$ cat config.mk
export PLATFORM = sky130hd
export DESIGN_NAME = nearest_rect_or_point_search_unit
export DESIGN_NICKNAME = d
export VERILOG_FILES = /design/src/nrps_pkg.sv /design/src/nrps_geom_pipe.sv /design/src/nrps_best_track.sv /design/src/nearest_rect_or_point_search_unit.sv
export VERILOG_INCLUDE_DIRS = /design/src /design/src/src
export SDC_FILE = /design/constraint.sdc
export NUM_CORES = 2
export LEC_CHECK = 0
export BUFFER_PORTS_ARGS = -buffer_cell sky130_fd_sc_hd__buf_2
export CORE_ASPECT_RATIO = 1.4
export CORE_MARGIN = 3
export CORE_UTILIZATION = 45
export CTS_CLUSTER_SIZE = 8
export DETAILED_ROUTE_END_ITERATION = 8
export PLACE_DENSITY_LB_ADDON = 0.08
export SYNTH_ARGS = -nofsm -noshare
export SYNTH_HDL_FRONTEND = slang
export SYNTH_HIERARCHICAL = 1
export SYNTH_SLANG_ARGS = --single-unit
$ cat constraint.sdc
create_clock -name clk -period 66.1 [get_ports clk]
set_input_delay 13.22 -clock clk [delete_from_list [all_inputs] [get_ports clk]]
set_output_delay 13.22 -clock clk [all_outputs]
set_load 0.05 [all_outputs]
$ cat src/nearest_rect_or_point_search_unit_macros.svh
// ----------------------------------------------------------------------------
// nearest rect or point search unit: assertion macros
// wrappers for concurrent checks, empty when synthesizing
// ----------------------------------------------------------------------------
`ifndef NEAREST_RECT_OR_POINT_SEARCH_UNIT_MACROS_SVH
`define NEAREST_RECT_OR_POINT_SEARCH_UNIT_MACROS_SVH
`ifndef SYNTHESIS
// same-cycle implication
`define NRPS_ASSERT_IMP(label, clk, rst_n, cond, prop) \
	label: assert property (@(posedge clk) disable iff (!rst_n) (cond) |-> (prop)) \
		else $error("nrps check failed");
// next-cycle implication
`define NRPS_ASSERT_NXT(label, clk, rst_n, cond, prop) \
	label: assert property (@(posedge clk) disable iff (!rst_n) (cond) |=> (prop)) \
		else $error("nrps check failed");
`else
`define NRPS_ASSERT_IMP(label, clk, rst_n, cond, prop)
`define NRPS_ASSERT_NXT(label, clk, rst_n, cond, prop)
`endif
`endif

$ cat src/nrps_pkg.sv
// ----------------------------------------------------------------------------
// nrps_pkg
// shared widths, codes and stage types of the nearest point search
// ----------------------------------------------------------------------------
package nrps_pkg;

	localparam int COORD_W     = 32;
	localparam int DIST_W      = 37;
	localparam int KIND_W      = 2;
	localparam int WEIGHT_W    = 16;
	localparam int FRAC_W      = 12;
	localparam int PROD_W      = WEIGHT_W + COORD_W;
	localparam int WY_W        = PROD_W - FRAC_W;
	localparam int S_TDATA_W   = 6 * COORD_W;
	localparam int M_TDATA_W   = ((DIST_W + 2 * COORD_W + 7) / 8) * 8;

	localparam logic [WEIGHT_W-1:0] WEIGHT_RESET = WEIGHT_W'(4096);

	localparam logic [KIND_W-1:0] KIND_NONE = 2'd0;
	localparam logic [KIND_W-1:0] KIND_BOX  = 2'd1;
	localparam logic [KIND_W-1:0] KIND_TERM = 2'd2;

	typedef logic [KIND_W-1:0]         kind_t;
	typedef logic signed [COORD_W-1:0] coord_t;
	typedef logic [DIST_W-1:0]         dist_t;

	// candidate leaving the distance pipeline
	typedef struct packed {
		logic   valid;
		logic   cand;
		logic   last;
		kind_t  kind;
		dist_t  distance;
		coord_t px;
		coord_t py;
	} cand_t;

	// finished query result
	typedef struct packed {
		logic   valid;
		dist_t  distance;
		coord_t x;
		coord_t y;
		kind_t  kind;
	} result_t;

endpackage

$ cat src/nrps_geom_pipe.sv
// ----------------------------------------------------------------------------
// nrps_geom_pipe
// five-stage pipeline from one entry to its weighted distance and point
// ----------------------------------------------------------------------------
module nrps_geom_pipe (
	input  logic                                clk,
	input  logic                                arst_n,
	input  logic                                en,
	input  logic                                in_valid,
	input  nrps_pkg::kind_t                     in_kind,
	input  logic                                in_last,
	input  nrps_pkg::coord_t                    in_xl,
	input  nrps_pkg::coord_t                    in_yl,
	input  nrps_pkg::coord_t                    in_xh,
	input  nrps_pkg::coord_t                    in_yh,
	input  nrps_pkg::coord_t                    in_px,
	input  nrps_pkg::coord_t                    in_py,
	input  logic [nrps_pkg::WEIGHT_W-1:0]       weight,
	output nrps_pkg::cand_t                     cand
);

	localparam int CW = nrps_pkg::COORD_W;

	// stage valids and tags
	logic [4:0] v_q;
	logic       cand_s1, cand_s2, cand_s3, cand_s4, cand_s5;
	logic       last_s1, last_s2, last_s3, last_s4, last_s5;
	nrps_pkg::kind_t kind_s1, kind_s2, kind_s3, kind_s4, kind_s5;

	// s1: raw entry
	nrps_pkg::coord_t xl_s1, yl_s1, xh_s1, yh_s1, px_s1, py_s1;
	// s2: ordered intervals
	nrps_pkg::coord_t xlo_s2, xhi_s2, ylo_s2, yhi_s2, px_s2, py_s2;
	// s3: gaps and clamped point
	logic [CW-1:0]    dx_s3, dy_s3;
	nrps_pkg::coord_t cx_s3, cy_s3;
	// s4: weighted vertical product
	logic [CW-1:0]    dx_s4;
	logic [nrps_pkg::PROD_W-1:0] prod_s4;
	nrps_pkg::coord_t cx_s4, cy_s4;
	// s5: distance
	nrps_pkg::dist_t  dist_s5;
	nrps_pkg::coord_t cx_s5, cy_s5;

	// s1 -> s2 ordering
	logic             is_box_s1;
	nrps_pkg::coord_t xlo_c, xhi_c, ylo_c, yhi_c;

	// s2 -> s3 gap logic
	logic [CW:0]      x_below, x_above, y_below, y_above;
	logic [CW-1:0]    dx_c, dy_c;
	nrps_pkg::coord_t cx_c, cy_c;

	// s4 -> s5 rounding
	logic [nrps_pkg::PROD_W-1:0] rnd_c;

	always_comb begin
		is_box_s1 = (kind_s1 == nrps_pkg::KIND_BOX);
		if (is_box_s1 && ($signed(xl_s1) > $signed(xh_s1))) begin
			xlo_c = xh_s1;
			xhi_c = xl_s1;
		end else begin
			xlo_c = xl_s1;
			xhi_c = is_box_s1 ? xh_s1 : xl_s1;
		end
		if (is_box_s1 && ($signed(yl_s1) > $signed(yh_s1))) begin
			ylo_c = yh_s1;
			yhi_c = yl_s1;
		end else begin
			ylo_c = yl_s1;
			yhi_c = is_box_s1 ? yh_s1 : yl_s1;
		end
	end

	always_comb begin
		x_below = {xlo_s2[CW-1], xlo_s2} - {px_s2[CW-1], px_s2};
		x_above = {px_s2[CW-1], px_s2} - {xhi_s2[CW-1], xhi_s2};
		y_below = {ylo_s2[CW-1], ylo_s2} - {py_s2[CW-1], py_s2};
		y_above = {py_s2[CW-1], py_s2} - {yhi_s2[CW-1], yhi_s2};
		if ($signed(px_s2) < $signed(xlo_s2)) begin
			dx_c = x_below[CW-1:0];
			cx_c = xlo_s2;
		end else if ($signed(px_s2) > $signed(xhi_s2)) begin
			dx_c = x_above[CW-1:0];
			cx_c = xhi_s2;
		end else begin
			dx_c = '0;
			cx_c = px_s2;
		end
		if ($signed(py_s2) < $signed(ylo_s2)) begin
			dy_c = y_below[CW-1:0];
			cy_c = ylo_s2;
		end else if ($signed(py_s2) > $signed(yhi_s2)) begin
			dy_c = y_above[CW-1:0];
			cy_c = yhi_s2;
		end else begin
			dy_c = '0;
			cy_c = py_s2;
		end
	end

	// round half up before dropping the fraction
	assign rnd_c = prod_s4 + nrps_pkg::PROD_W'(2048);

	always_ff @(posedge clk or negedge arst_n) begin
		if (!arst_n) begin
			v_q <= '0;
		end else if (en) begin
			v_q <= {v_q[3:0], in_valid};
		end
	end

	always_ff @(posedge clk) begin
		if (en) begin
			kind_s1 <= in_kind;
			last_s1 <= in_last;
			cand_s1 <= (in_kind == nrps_pkg::KIND_BOX) || (in_kind == nrps_pkg::KIND_TERM);
			xl_s1   <= in_xl;
			yl_s1   <= in_yl;
			xh_s1   <= in_xh;
			yh_s1   <= in_yh;
			px_s1   <= in_px;
			py_s1   <= in_py;

			kind_s2 <= kind_s1;
			last_s2 <= last_s1;
			cand_s2 <= cand_s1;
			xlo_s2  <= xlo_c;
			xhi_s2  <= xhi_c;
			ylo_s2  <= ylo_c;
			yhi_s2  <= yhi_c;
			px_s2   <= px_s1;
			py_s2   <= py_s1;

			kind_s3 <= kind_s2;
			last_s3 <= last_s2;
			cand_s3 <= cand_s2;
			dx_s3   <= dx_c;
			dy_s3   <= dy_c;
			cx_s3   <= cx_c;
			cy_s3   <= cy_c;

			kind_s4 <= kind_s3;
			last_s4 <= last_s3;
			cand_s4 <= cand_s3;
			dx_s4   <= dx_s3;
			prod_s4 <= nrps_pkg::PROD_W'(weight) * nrps_pkg::PROD_W'(dy_s3);
			cx_s4   <= cx_s3;
			cy_s4   <= cy_s3;

			kind_s5 <= kind_s4;
			last_s5 <= last_s4;
			cand_s5 <= cand_s4;
			dist_s5 <= nrps_pkg::DIST_W'(dx_s4)
				+ nrps_pkg::DIST_W'(rnd_c[nrps_pkg::PROD_W-1:nrps_pkg::FRAC_W]);
			cx_s5   <= cx_s4;
			cy_s5   <= cy_s4;
		end
	end

	always_comb begin
		cand.valid    = v_q[4];
		cand.cand     = cand_s5;
		cand.last     = last_s5;
		cand.kind     = kind_s5;
		cand.distance = dist_s5;
		cand.px       = cx_s5;
		cand.py       = cy_s5;
	end

endmodule

$ cat src/nrps_best_track.sv
// ----------------------------------------------------------------------------
// nrps_best_track
// running best of one query, emits the result on the last entry
// ----------------------------------------------------------------------------
module nrps_best_track (
	input  logic              clk,
	input  logic              arst_n,
	input  logic              en,
	input  nrps_pkg::cand_t   cand,
	output nrps_pkg::result_t res
);

	logic             best_valid_q;
	nrps_pkg::dist_t  best_dist_q;
	nrps_pkg::coord_t best_px_q;
	nrps_pkg::coord_t best_py_q;
	nrps_pkg::kind_t  best_kind_q;

	logic             step;
	logic             beats;
	logic             take_cand;
	logic             m_valid;
	nrps_pkg::dist_t  m_dist;
	nrps_pkg::coord_t m_px;
	nrps_pkg::coord_t m_py;
	nrps_pkg::kind_t  m_kind;

	assign step = en && cand.valid;

	// distance, then x, then y, then terminal before box
	always_comb begin
		if (!best_valid_q) begin
			beats = 1'b1;
		end else if (cand.distance != best_dist_q) begin
			beats = cand.distance < best_dist_q;
		end else if (cand.px != best_px_q) begin
			beats = $signed(cand.px) < $signed(best_px_q);
		end else if (cand.py != best_py_q) begin
			beats = $signed(cand.py) < $signed(best_py_q);
		end else begin
			beats = cand.kind > best_kind_q;
		end
		take_cand = cand.cand && beats;
		m_valid   = best_valid_q || cand.cand;
		m_dist    = take_cand ? cand.distance : best_dist_q;
		m_px      = take_cand ? cand.px   : best_px_q;
		m_py      = take_cand ? cand.py   : best_py_q;
		m_kind    = take_cand ? cand.kind : best_kind_q;
	end

	always_comb begin
		res.valid = step && cand.last;
		if (m_valid) begin
			res.distance = m_dist;
			res.x        = m_px;
			res.y        = m_py;
			res.kind     = m_kind;
		end else begin
			res.distance = '1;
			res.x        = '0;
			res.y        = '0;
			res.kind     = nrps_pkg::KIND_NONE;
		end
	end

	always_ff @(posedge clk or negedge arst_n) begin
		if (!arst_n) begin
			best_valid_q <= 1'b0;
			best_dist_q  <= '0;
			best_px_q    <= '0;
			best_py_q    <= '0;
			best_kind_q  <= nrps_pkg::KIND_NONE;
		end else if (step) begin
			if (cand.last) begin
				best_valid_q <= 1'b0;
				best_dist_q  <= '0;
				best_px_q    <= '0;
				best_py_q    <= '0;
				best_kind_q  <= nrps_pkg::KIND_NONE;
			end else begin
				best_valid_q <= m_valid;
				best_dist_q  <= m_dist;
				best_px_q    <= m_px;
				best_py_q    <= m_py;
				best_kind_q  <= m_kind;
			end
		end
	end

endmodule

$ cat src/nearest_rect_or_point_search_unit.sv
// ----------------------------------------------------------------------------
// nearest_rect_or_point_search_unit
// streams boxes and terminals of one subnet, reports the one nearest the pin
// ----------------------------------------------------------------------------
//  channel   direction  payload
//  s_axis    in         entries: kind in tuser, end of query in tlast
//  m_axis    out        one result per query, kind in tuser
//  cfg       in         vertical weight, Q4.12, write only
//
//  one entry per cycle while s_axis_tready is high; five pipeline stages before the
//  running best, whose compare against the new candidate is combinational
//  the result is registered into the output buffer on its way to m_axis
//  a two-entry output buffer decouples the sides; s_axis_tready drops only
//  while both entries hold results that the sink has not taken
//  reset clears the pipeline, the running best and the output buffer, and
//  sets the weight to 1.0
// ----------------------------------------------------------------------------
`include "nearest_rect_or_point_search_unit_macros.svh"

module nearest_rect_or_point_search_unit (
	input  logic                              clk,
	input  logic                              arst_n,

	// entry stream
	input  logic                              s_axis_tvalid,
	output logic                              s_axis_tready,
	// x_low, y_low, x_high, y_high, pin_x, pin_y
	input  logic [nrps_pkg::S_TDATA_W-1:0]    s_axis_tdata,
	// entry_kind
	input  logic [nrps_pkg::KIND_W-1:0]       s_axis_tuser,
	input  logic                              s_axis_tlast,

	// result stream
	output logic                              m_axis_tvalid,
	input  logic                              m_axis_tready,
	// best_distance, nearest_x, nearest_y, zero fill
	output logic [nrps_pkg::M_TDATA_W-1:0]    m_axis_tdata,
	// nearest_kind
	output logic [nrps_pkg::KIND_W-1:0]       m_axis_tuser,

	// vertical weight register
	input  logic                              cfg_we,
	input  logic [nrps_pkg::WEIGHT_W-1:0]     cfg_wdata
);

	localparam int CW  = nrps_pkg::COORD_W;
	localparam int PAD = nrps_pkg::M_TDATA_W - nrps_pkg::DIST_W - 2 * CW;

	logic [nrps_pkg::WEIGHT_W-1:0] weight_q;

	// output buffer: head register plus one skid entry
	logic              out_valid_q;
	logic              skid_valid_q;
	nrps_pkg::result_t out_q;
	nrps_pkg::result_t skid_q;

	logic              en;
	logic              take;
	nrps_pkg::cand_t   cand;
	nrps_pkg::result_t res;

	// the pipeline moves whenever the skid entry is free
	assign en            = !skid_valid_q;
	assign s_axis_tready = en;
	assign take          = out_valid_q && m_axis_tready;

	// weight register
	always_ff @(posedge clk or negedge arst_n) begin
		if (!arst_n) begin
			weight_q <= nrps_pkg::WEIGHT_RESET;
		end else if (cfg_we) begin
			weight_q <= cfg_wdata;
		end
	end

	nrps_geom_pipe u_pipe (
		.clk      (clk),
		.arst_n   (arst_n),
		.en       (en),
		.in_valid (s_axis_tvalid),
		.in_kind  (s_axis_tuser),
		.in_last  (s_axis_tlast),
		.in_xl    (s_axis_tdata[CW-1:0]),
		.in_yl    (s_axis_tdata[2*CW-1:CW]),
		.in_xh    (s_axis_tdata[3*CW-1:2*CW]),
		.in_yh    (s_axis_tdata[4*CW-1:3*CW]),
		.in_px    (s_axis_tdata[5*CW-1:4*CW]),
		.in_py    (s_axis_tdata[6*CW-1:5*CW]),
		.weight   (weight_q),
		.cand     (cand)
	);

	nrps_best_track u_best (
		.clk    (clk),
		.arst_n (arst_n),
		.en     (en),
		.cand   (cand),
		.res    (res)
	);

	// output buffer control
	always_ff @(posedge clk or negedge arst_n) begin
		if (!arst_n) begin
			out_valid_q  <= 1'b0;
			skid_valid_q <= 1'b0;
		end else if (res.valid) begin
			if (!out_valid_q || take) begin
				out_valid_q <= 1'b1;
			end else begin
				skid_valid_q <= 1'b1;
			end
		end else if (take) begin
			// skid entry moves up, or the head empties
			out_valid_q  <= skid_valid_q;
			skid_valid_q <= 1'b0;
		end
	end

	// output buffer payload
	always_ff @(posedge clk) begin
		if (res.valid) begin
			if (!out_valid_q || take) begin
				out_q <= res;
			end else begin
				skid_q <= res;
			end
		end else if (take && skid_valid_q) begin
			out_q <= skid_q;
		end
	end

	assign m_axis_tvalid = out_valid_q;
	assign m_axis_tdata  = {{PAD{1'b0}}, out_q.y, out_q.x, out_q.distance};
	assign m_axis_tuser  = out_q.kind;

	// a result never arrives while the skid entry is full
	`NRPS_ASSERT_IMP(a_no_skid_overflow, clk, arst_n, res.valid, !skid_valid_q)
	// the skid entry only holds data behind a held head
	`NRPS_ASSERT_IMP(a_skid_behind_head, clk, arst_n, skid_valid_q, out_valid_q)
	// a result into a stalled full head lands in the skid entry
	`NRPS_ASSERT_NXT(a_stall_fills_skid, clk, arst_n, res.valid && out_valid_q && !take,
		skid_valid_q)
	// kind none goes with the saturated distance and nothing else
	`NRPS_ASSERT_IMP(a_none_saturated, clk, arst_n, out_valid_q,
		(out_q.kind == nrps_pkg::KIND_NONE) == (out_q.distance == {nrps_pkg::DIST_W{1'b1}}))

endmodule

Yosys cells after proc, flatten, opt, wreduce, memory -nomap -nowiden
Index checks and enable logic that the tools add are counted.
{ "op_classes": {"add_sub_neg": 6, "mul": 1, "n_div": 0, "magnitude_cmp": 10, "eq_ne": 8, "shift": 0, "n_mux": 37, "bitwise": 1, "n_reduce_logical": 18} }
{ "ops": {"columns": ["operator", "count"], "rows": [
  ["$mux W32", 18],
  ["$mux W103", 4],
  ["$gt A32 B32 Y1", 4],
  ["$lt A32 B32 Y1", 4],
  ["$sub A32 B32 Y32", 4],
  ["$mux W37", 2],
  ["$ne A32 B32 Y1", 2],
  ["$add A48 B12 Y48 const B", 1],
  ["$mul A16 B32 Y48", 1],
  ["$add A32 B36 Y37", 1],
  ["$lt A37 B37 Y1", 1],
  ["$ne A37 B37 Y1", 1],
  ["$mux W1", 11],
  ["$reduce_and A2 Y1", 4],
  ["$logic_and A1 B1 Y1", 7],
  ["$eq A2 B1 Y1 const B", 2],
  ["$mux W2", 2],
  ["$reduce_bool A2 Y1", 2],
  ["$logic_or A1 B1 Y1", 3],
  ["$eq A2 B2 Y1 const B", 1],
  ["$gt A2 B2 Y1", 1],
  ["$logic_not A1 Y1", 2],
  ["$ne A2 B1 Y1 const B", 1],
  ["$ne A2 B2 Y1 const B", 1],
  ["$not A1 Y1", 1]
]} }
{ "totals": {"ff_bits": 1110, "latch_bits": 0, "ramBits": 0, "rom_bits": 0, "input_bits": 216, "out_inout_bits": 108, "elab_cells": 136, "memories": 0} }

Depth between registers and ports, before layout
{ "logic_depth": {"word_depth": 10, "depth_mapped": 26} }

Modules after synthesis
Netlist, hierarchy kept.
{ "by_module_without_submodules": {"columns": ["module", "n_inst", "cells_each", "area_each_um2", "seq_area_each_um2"], "rows": [
  ["nrps_geom_pipe", 1, 4607, 52860.7, 23127.2],
  ["nrps_best_track", 1, 1093, 9606.7, 2602.5],
  ["nearest_rect_or_point_search_unit", 1, 372, 8257.9, 6637.6]
]} }

Worst setup path after synthesis
No wires, ideal clock.
{ "synth_path": {"kind": "reg-to-output", "startpoint": "register skid_valid_q", "endpoint": "output s_axis_tready", "arrival_time_ns": 15.598, "required_ns": 52.880, "path_slack_ns": 37.282, "stages_incl_launch_ff": 2, "n_path_buf": 0, "cell_sequence": "dfrtp_1 inv_1"} }
{ "synth_between": {"elab_chain_cells": 1} }
{ "synth_lines": {"columns": ["item", "line_no", "rtl"], "rows": [
  ["from (decl)", "nearest_rect_or_point_search_unit.sv:53", "logic skid_valid_q;"],
  ["from (signal assigned)", "nearest_rect_or_point_search_unit.sv:105", "skid_valid_q <= 1'b0;"],
  ["from (signal assigned)", "nearest_rect_or_point_search_unit.sv:110", "skid_valid_q <= 1'b1;"],
  ["from (signal assigned)", "nearest_rect_or_point_search_unit.sv:115", "skid_valid_q <= 1'b0;"],
  ["$logic_not A1 Y1", "nearest_rect_or_point_search_unit.sv:63", "assign en = !skid_valid_q;"],
  ["to (decl)", "nearest_rect_or_point_search_unit.sv:26", "output logic s_axis_tready,"]
]} }
Every way passes these cells.

Worst setup path in the final report
Same ends and word-level chain as after synthesis.

==> impl_metrics.json <==
{
  "status": "finished clean",
  "clockRootBuffer": "clkbuf_16",
  "htreeDepth": 4,
  "io_buffers": 320,
  "die_h_um": 475,
  "required_ns": 52.88,
  "path_depth": 2,
  "ys.flop_type": "edfxtp_1",
  "synth-adder-area-share": 0.198,
  "num_rows": 171,
  "critPathMaxFanout": 79,
  "skew_ns": 0.0658,
  "dpl.hpwl_um": 138000,
  "clock_latency_ns": 0.81,
  "grt_util_all_layers": 0.232,
  "cts.repair.resized": 0,
  "core_um2": 156000,
  "synth_cells": 6072,
  "cts_sinks": 1099,
  "ioPinCount": 324,
  "via_per_inst": 5.42,
  "yosys-top-cells-area": "edfxtp_1 41%, fa_1 12%, ha_1 7.9%",
  "route.detailed.drc": 0,
  "ys.warnings.count": 6,
  "numCtsBuffers": 157,
  "finalSetupTns_ns": 0,
  "ys_types": 95,
  "hold_ws_ns": 0.398,
  "async_flop_share": 0.116,
  "die_area_um2": 162000,
  "synthXorXnorAreaFrac": 0.0264,
  "synthMuxAreaShare": 0.0469,
  "detail-route-antenna-nets": 0,
  "path_class": "flop to output pin",
  "grt_pass1_vias": 47700,
  "hold_buffers": 0,
  "relSlewSlack": 0.195,
  "cts_setup_buffers": 0,
  "synth-simple-area-share": 0.105,
  "synth_enable_flop_cells": 972,
  "drtPass1Iterations": 5,
  "grt_first_pass_wirelength_um": 287000,
  "hold_depth": 0,
  "timing.final.crit_period_ns": 15.45,
  "drt_iter0_drc": 3007,
  "grt_max_degree": 183,
  "ctsLongestPathBuffers": 3,
  "crit_path_start_kind": "flop",
  "finalNetCount": 7441,
  "most-common-layout-cells": "972 x edfxtp_1, 794 x inv_1, 571 x nand2_1, 445 x ha_1, 422 x fa_1",
  "synth_area_per_cell_um2": 11.6,
  "routed_wl_um": 187000,
  "hold_path.class": "flop to flop",
  "critical-path-top-delay-family": "buffers and inverters",
  "grt_overflow": 0,
  "crit_slowest_cell": "dfrtp_1",
  "r2r_setup_slack_ns": 58.52,
  "via_count": 46300,
  "synth_compound_area_frac": 0.107,
  "clk_pin_slew_ns": 0.05,
  "max_stage_delay_ns": 0.46,
  "drv_slew": 0,
  "antenna_found_initial": 12,
  "clock.fmax_mhz": 64.7,
  "synth_top_area_frac": 0.413,
  "hold_viol": 0,
  "finalCritPeriodShare": 0.234,
  "path_buf_inv": 2,
  "wl_per_cell_um": 22.0,
  "drive_gt1_frac": 0.150,
  "syn_area_um2": 70700,
  "ys_ff_latch": 1099,
  "tightest_slew_ns": 1.21,
  "cp_data_arrival_time_ns": 2.23,
  "rsz0062_at_grt": "false",
  "gp_congestion": 0.885,
  "rr_worst_depth": 24,
  "synth_top_family_by_area": "adder cells",
  "cp-end-kind": "output pin",
  "start_util": 0.455,
  "maxCapViolations": 0,
  "crit_path_cell_trace": "inv_8, buf_2",
  "final-setup-viol-count": 0,
  "synth_seq_area_share": 0.458,
  "synth_largest_area_cell": "edfxtp_1",
  "syn_to_final_growth_pct": 11.6,
  "layout_commonest_cell": "edfxtp_1",
  "die_w_um": 341,
  "fillers": 13900,
  "cts_tree": "built"
}
[worst reg2reg max path, cell delays in order (launching register included)]
cell and delay [ns]:
dfrtp_2 0.95, nand2_1 0.22, fa_1 0.57, inv_1 0.05, fa_1 0.49, inv_1 0.05, fa_1 0.56, inv_1 0.06
fa_1 0.39, fa_1 0.51, inv_1 0.05, fa_1 0.47, inv_1 0.04, ha_1 0.35, a2111oi_2 0.38, o21ai_1 0.13
a32oi_1 0.20, o21ai_2 0.14, a31o_4 0.31, a21o_4 0.24, a21oi_4 0.18, o21ba_4 0.18, o221a_4 0.21, nor3_1 0.04
or4_1 0.54
[area by class of cell]
type / count / area [um2] / area share
multi-input cells: 3924 / 34300 / 0.434
repair buffers: 381 / 2090 / 0.0265
inverters: 795 / 2990 / 0.0379
well taps: 2076 / 2600 / 0.0329
clock inverters: 18 / 367 / 0.00464
flip-flops and latches: 1099 / 32400 / 0.410
diodes: 3 / 7.51 / 0.0000951
clock buffers: 237 / 4240 / 0.0537
[flip-flops by register name, summed over array words and instances, names as in the netlist, 37 cells and up]
register / cells
skid_q: 103
u_best/best_dist_q: 37
u_pipe/prod_s4: 37
m_axis_tdata: 101
u_pipe/dist_s5: 37
[synth_stat cells (23+ instances only)]
cell	count
nor3_1	37
a21o_1	142
and2_1	219
nor2b_1	28
a21oi_1	291
xnor2_1	131
fa_1	422
o211ai_2	99
ha_1	445
clkbuf_1	175
edfxtp_1	972
nand3_1	65
inv_1	795
a2bb2oi_1	37
buf_2	52
xor2_1	82
nand2_1	572
nor2_1	183
o21ai_0	147
mux2_4	26
nand2b_1	140
mux2_2	228
and3_1	35
a22o_1	69
a31oi_1	23
o22ai_1	38
nand4_1	169
o21a_1	32
mux2i_1	36
dfrtp_1	126
o21bai_1	31
[per-layer routing]
metal | GRT usage | routed length [um] | up-vias
met2 | 0.381 | 88200 | 1322
met1 | 0.315 | 83300 | 22900
li1 | - | - | 21700
met5 | 0 | 24 | -
met3 | 0.0331 | 9250 | 337
met4 | 0.0838 | 6650 | 4
[final timing paths]
path / from / end
worst min register to register: u_pipe/cy_s3[12]$_DFFE_PP_ / u_pipe/cy_s4[12]$_DFFE_PP_
worst max-delay path: skid_valid_q$_DFFE_PN0P_ / s_axis_tready
worst min-delay path: u_pipe/cy_s3[12]$_DFFE_PP_ / u_pipe/cy_s4[12]$_DFFE_PP_
max in group asynchronous: arst_n / u_best/best_py_q[26]$_DFFE_PN0P_
min in group asynchronous: arst_n / u_best/best_dist_q[10]$_DFFE_PN0P_
worst max register to register: weight_q[7]$_DFFE_PN0P_ / u_pipe/prod_s4[42]$_DFFE_PP_
[logic make-up (layout without fill, tap and decap cells)]
family / Yosys count / in the layout
buffers and inverters: 1051 / 1431
adders and majority gates: 867 / 867
xor gates and xnor gates: 213 / 213
other: 1 / 6
AOI/OAI and AO/OA: 1050 / 1050
and+or+nand+nor: 1501 / 1501
DFF: 1099 / 1099
muxes: 290 / 290
[metrics by stage]
step	utilization	cell area, um2	instances	setup WS [ns]
2_1_floorplan	-	70700	6074	37.28
3_3_place_gp	0.478	74300	8275	50.58
3_5_place_dp	0.478	74300	8275	50.53
4_1_cts	0.508	78900	8530	50.58
5_1_grt	0.508	79000	8531	50.53
6_report	0.508	79000	8533	50.65
Power is left out: the tool's default activity adds up to more than one toggle a clock period on the data nets, which glitch-free logic cannot reach.
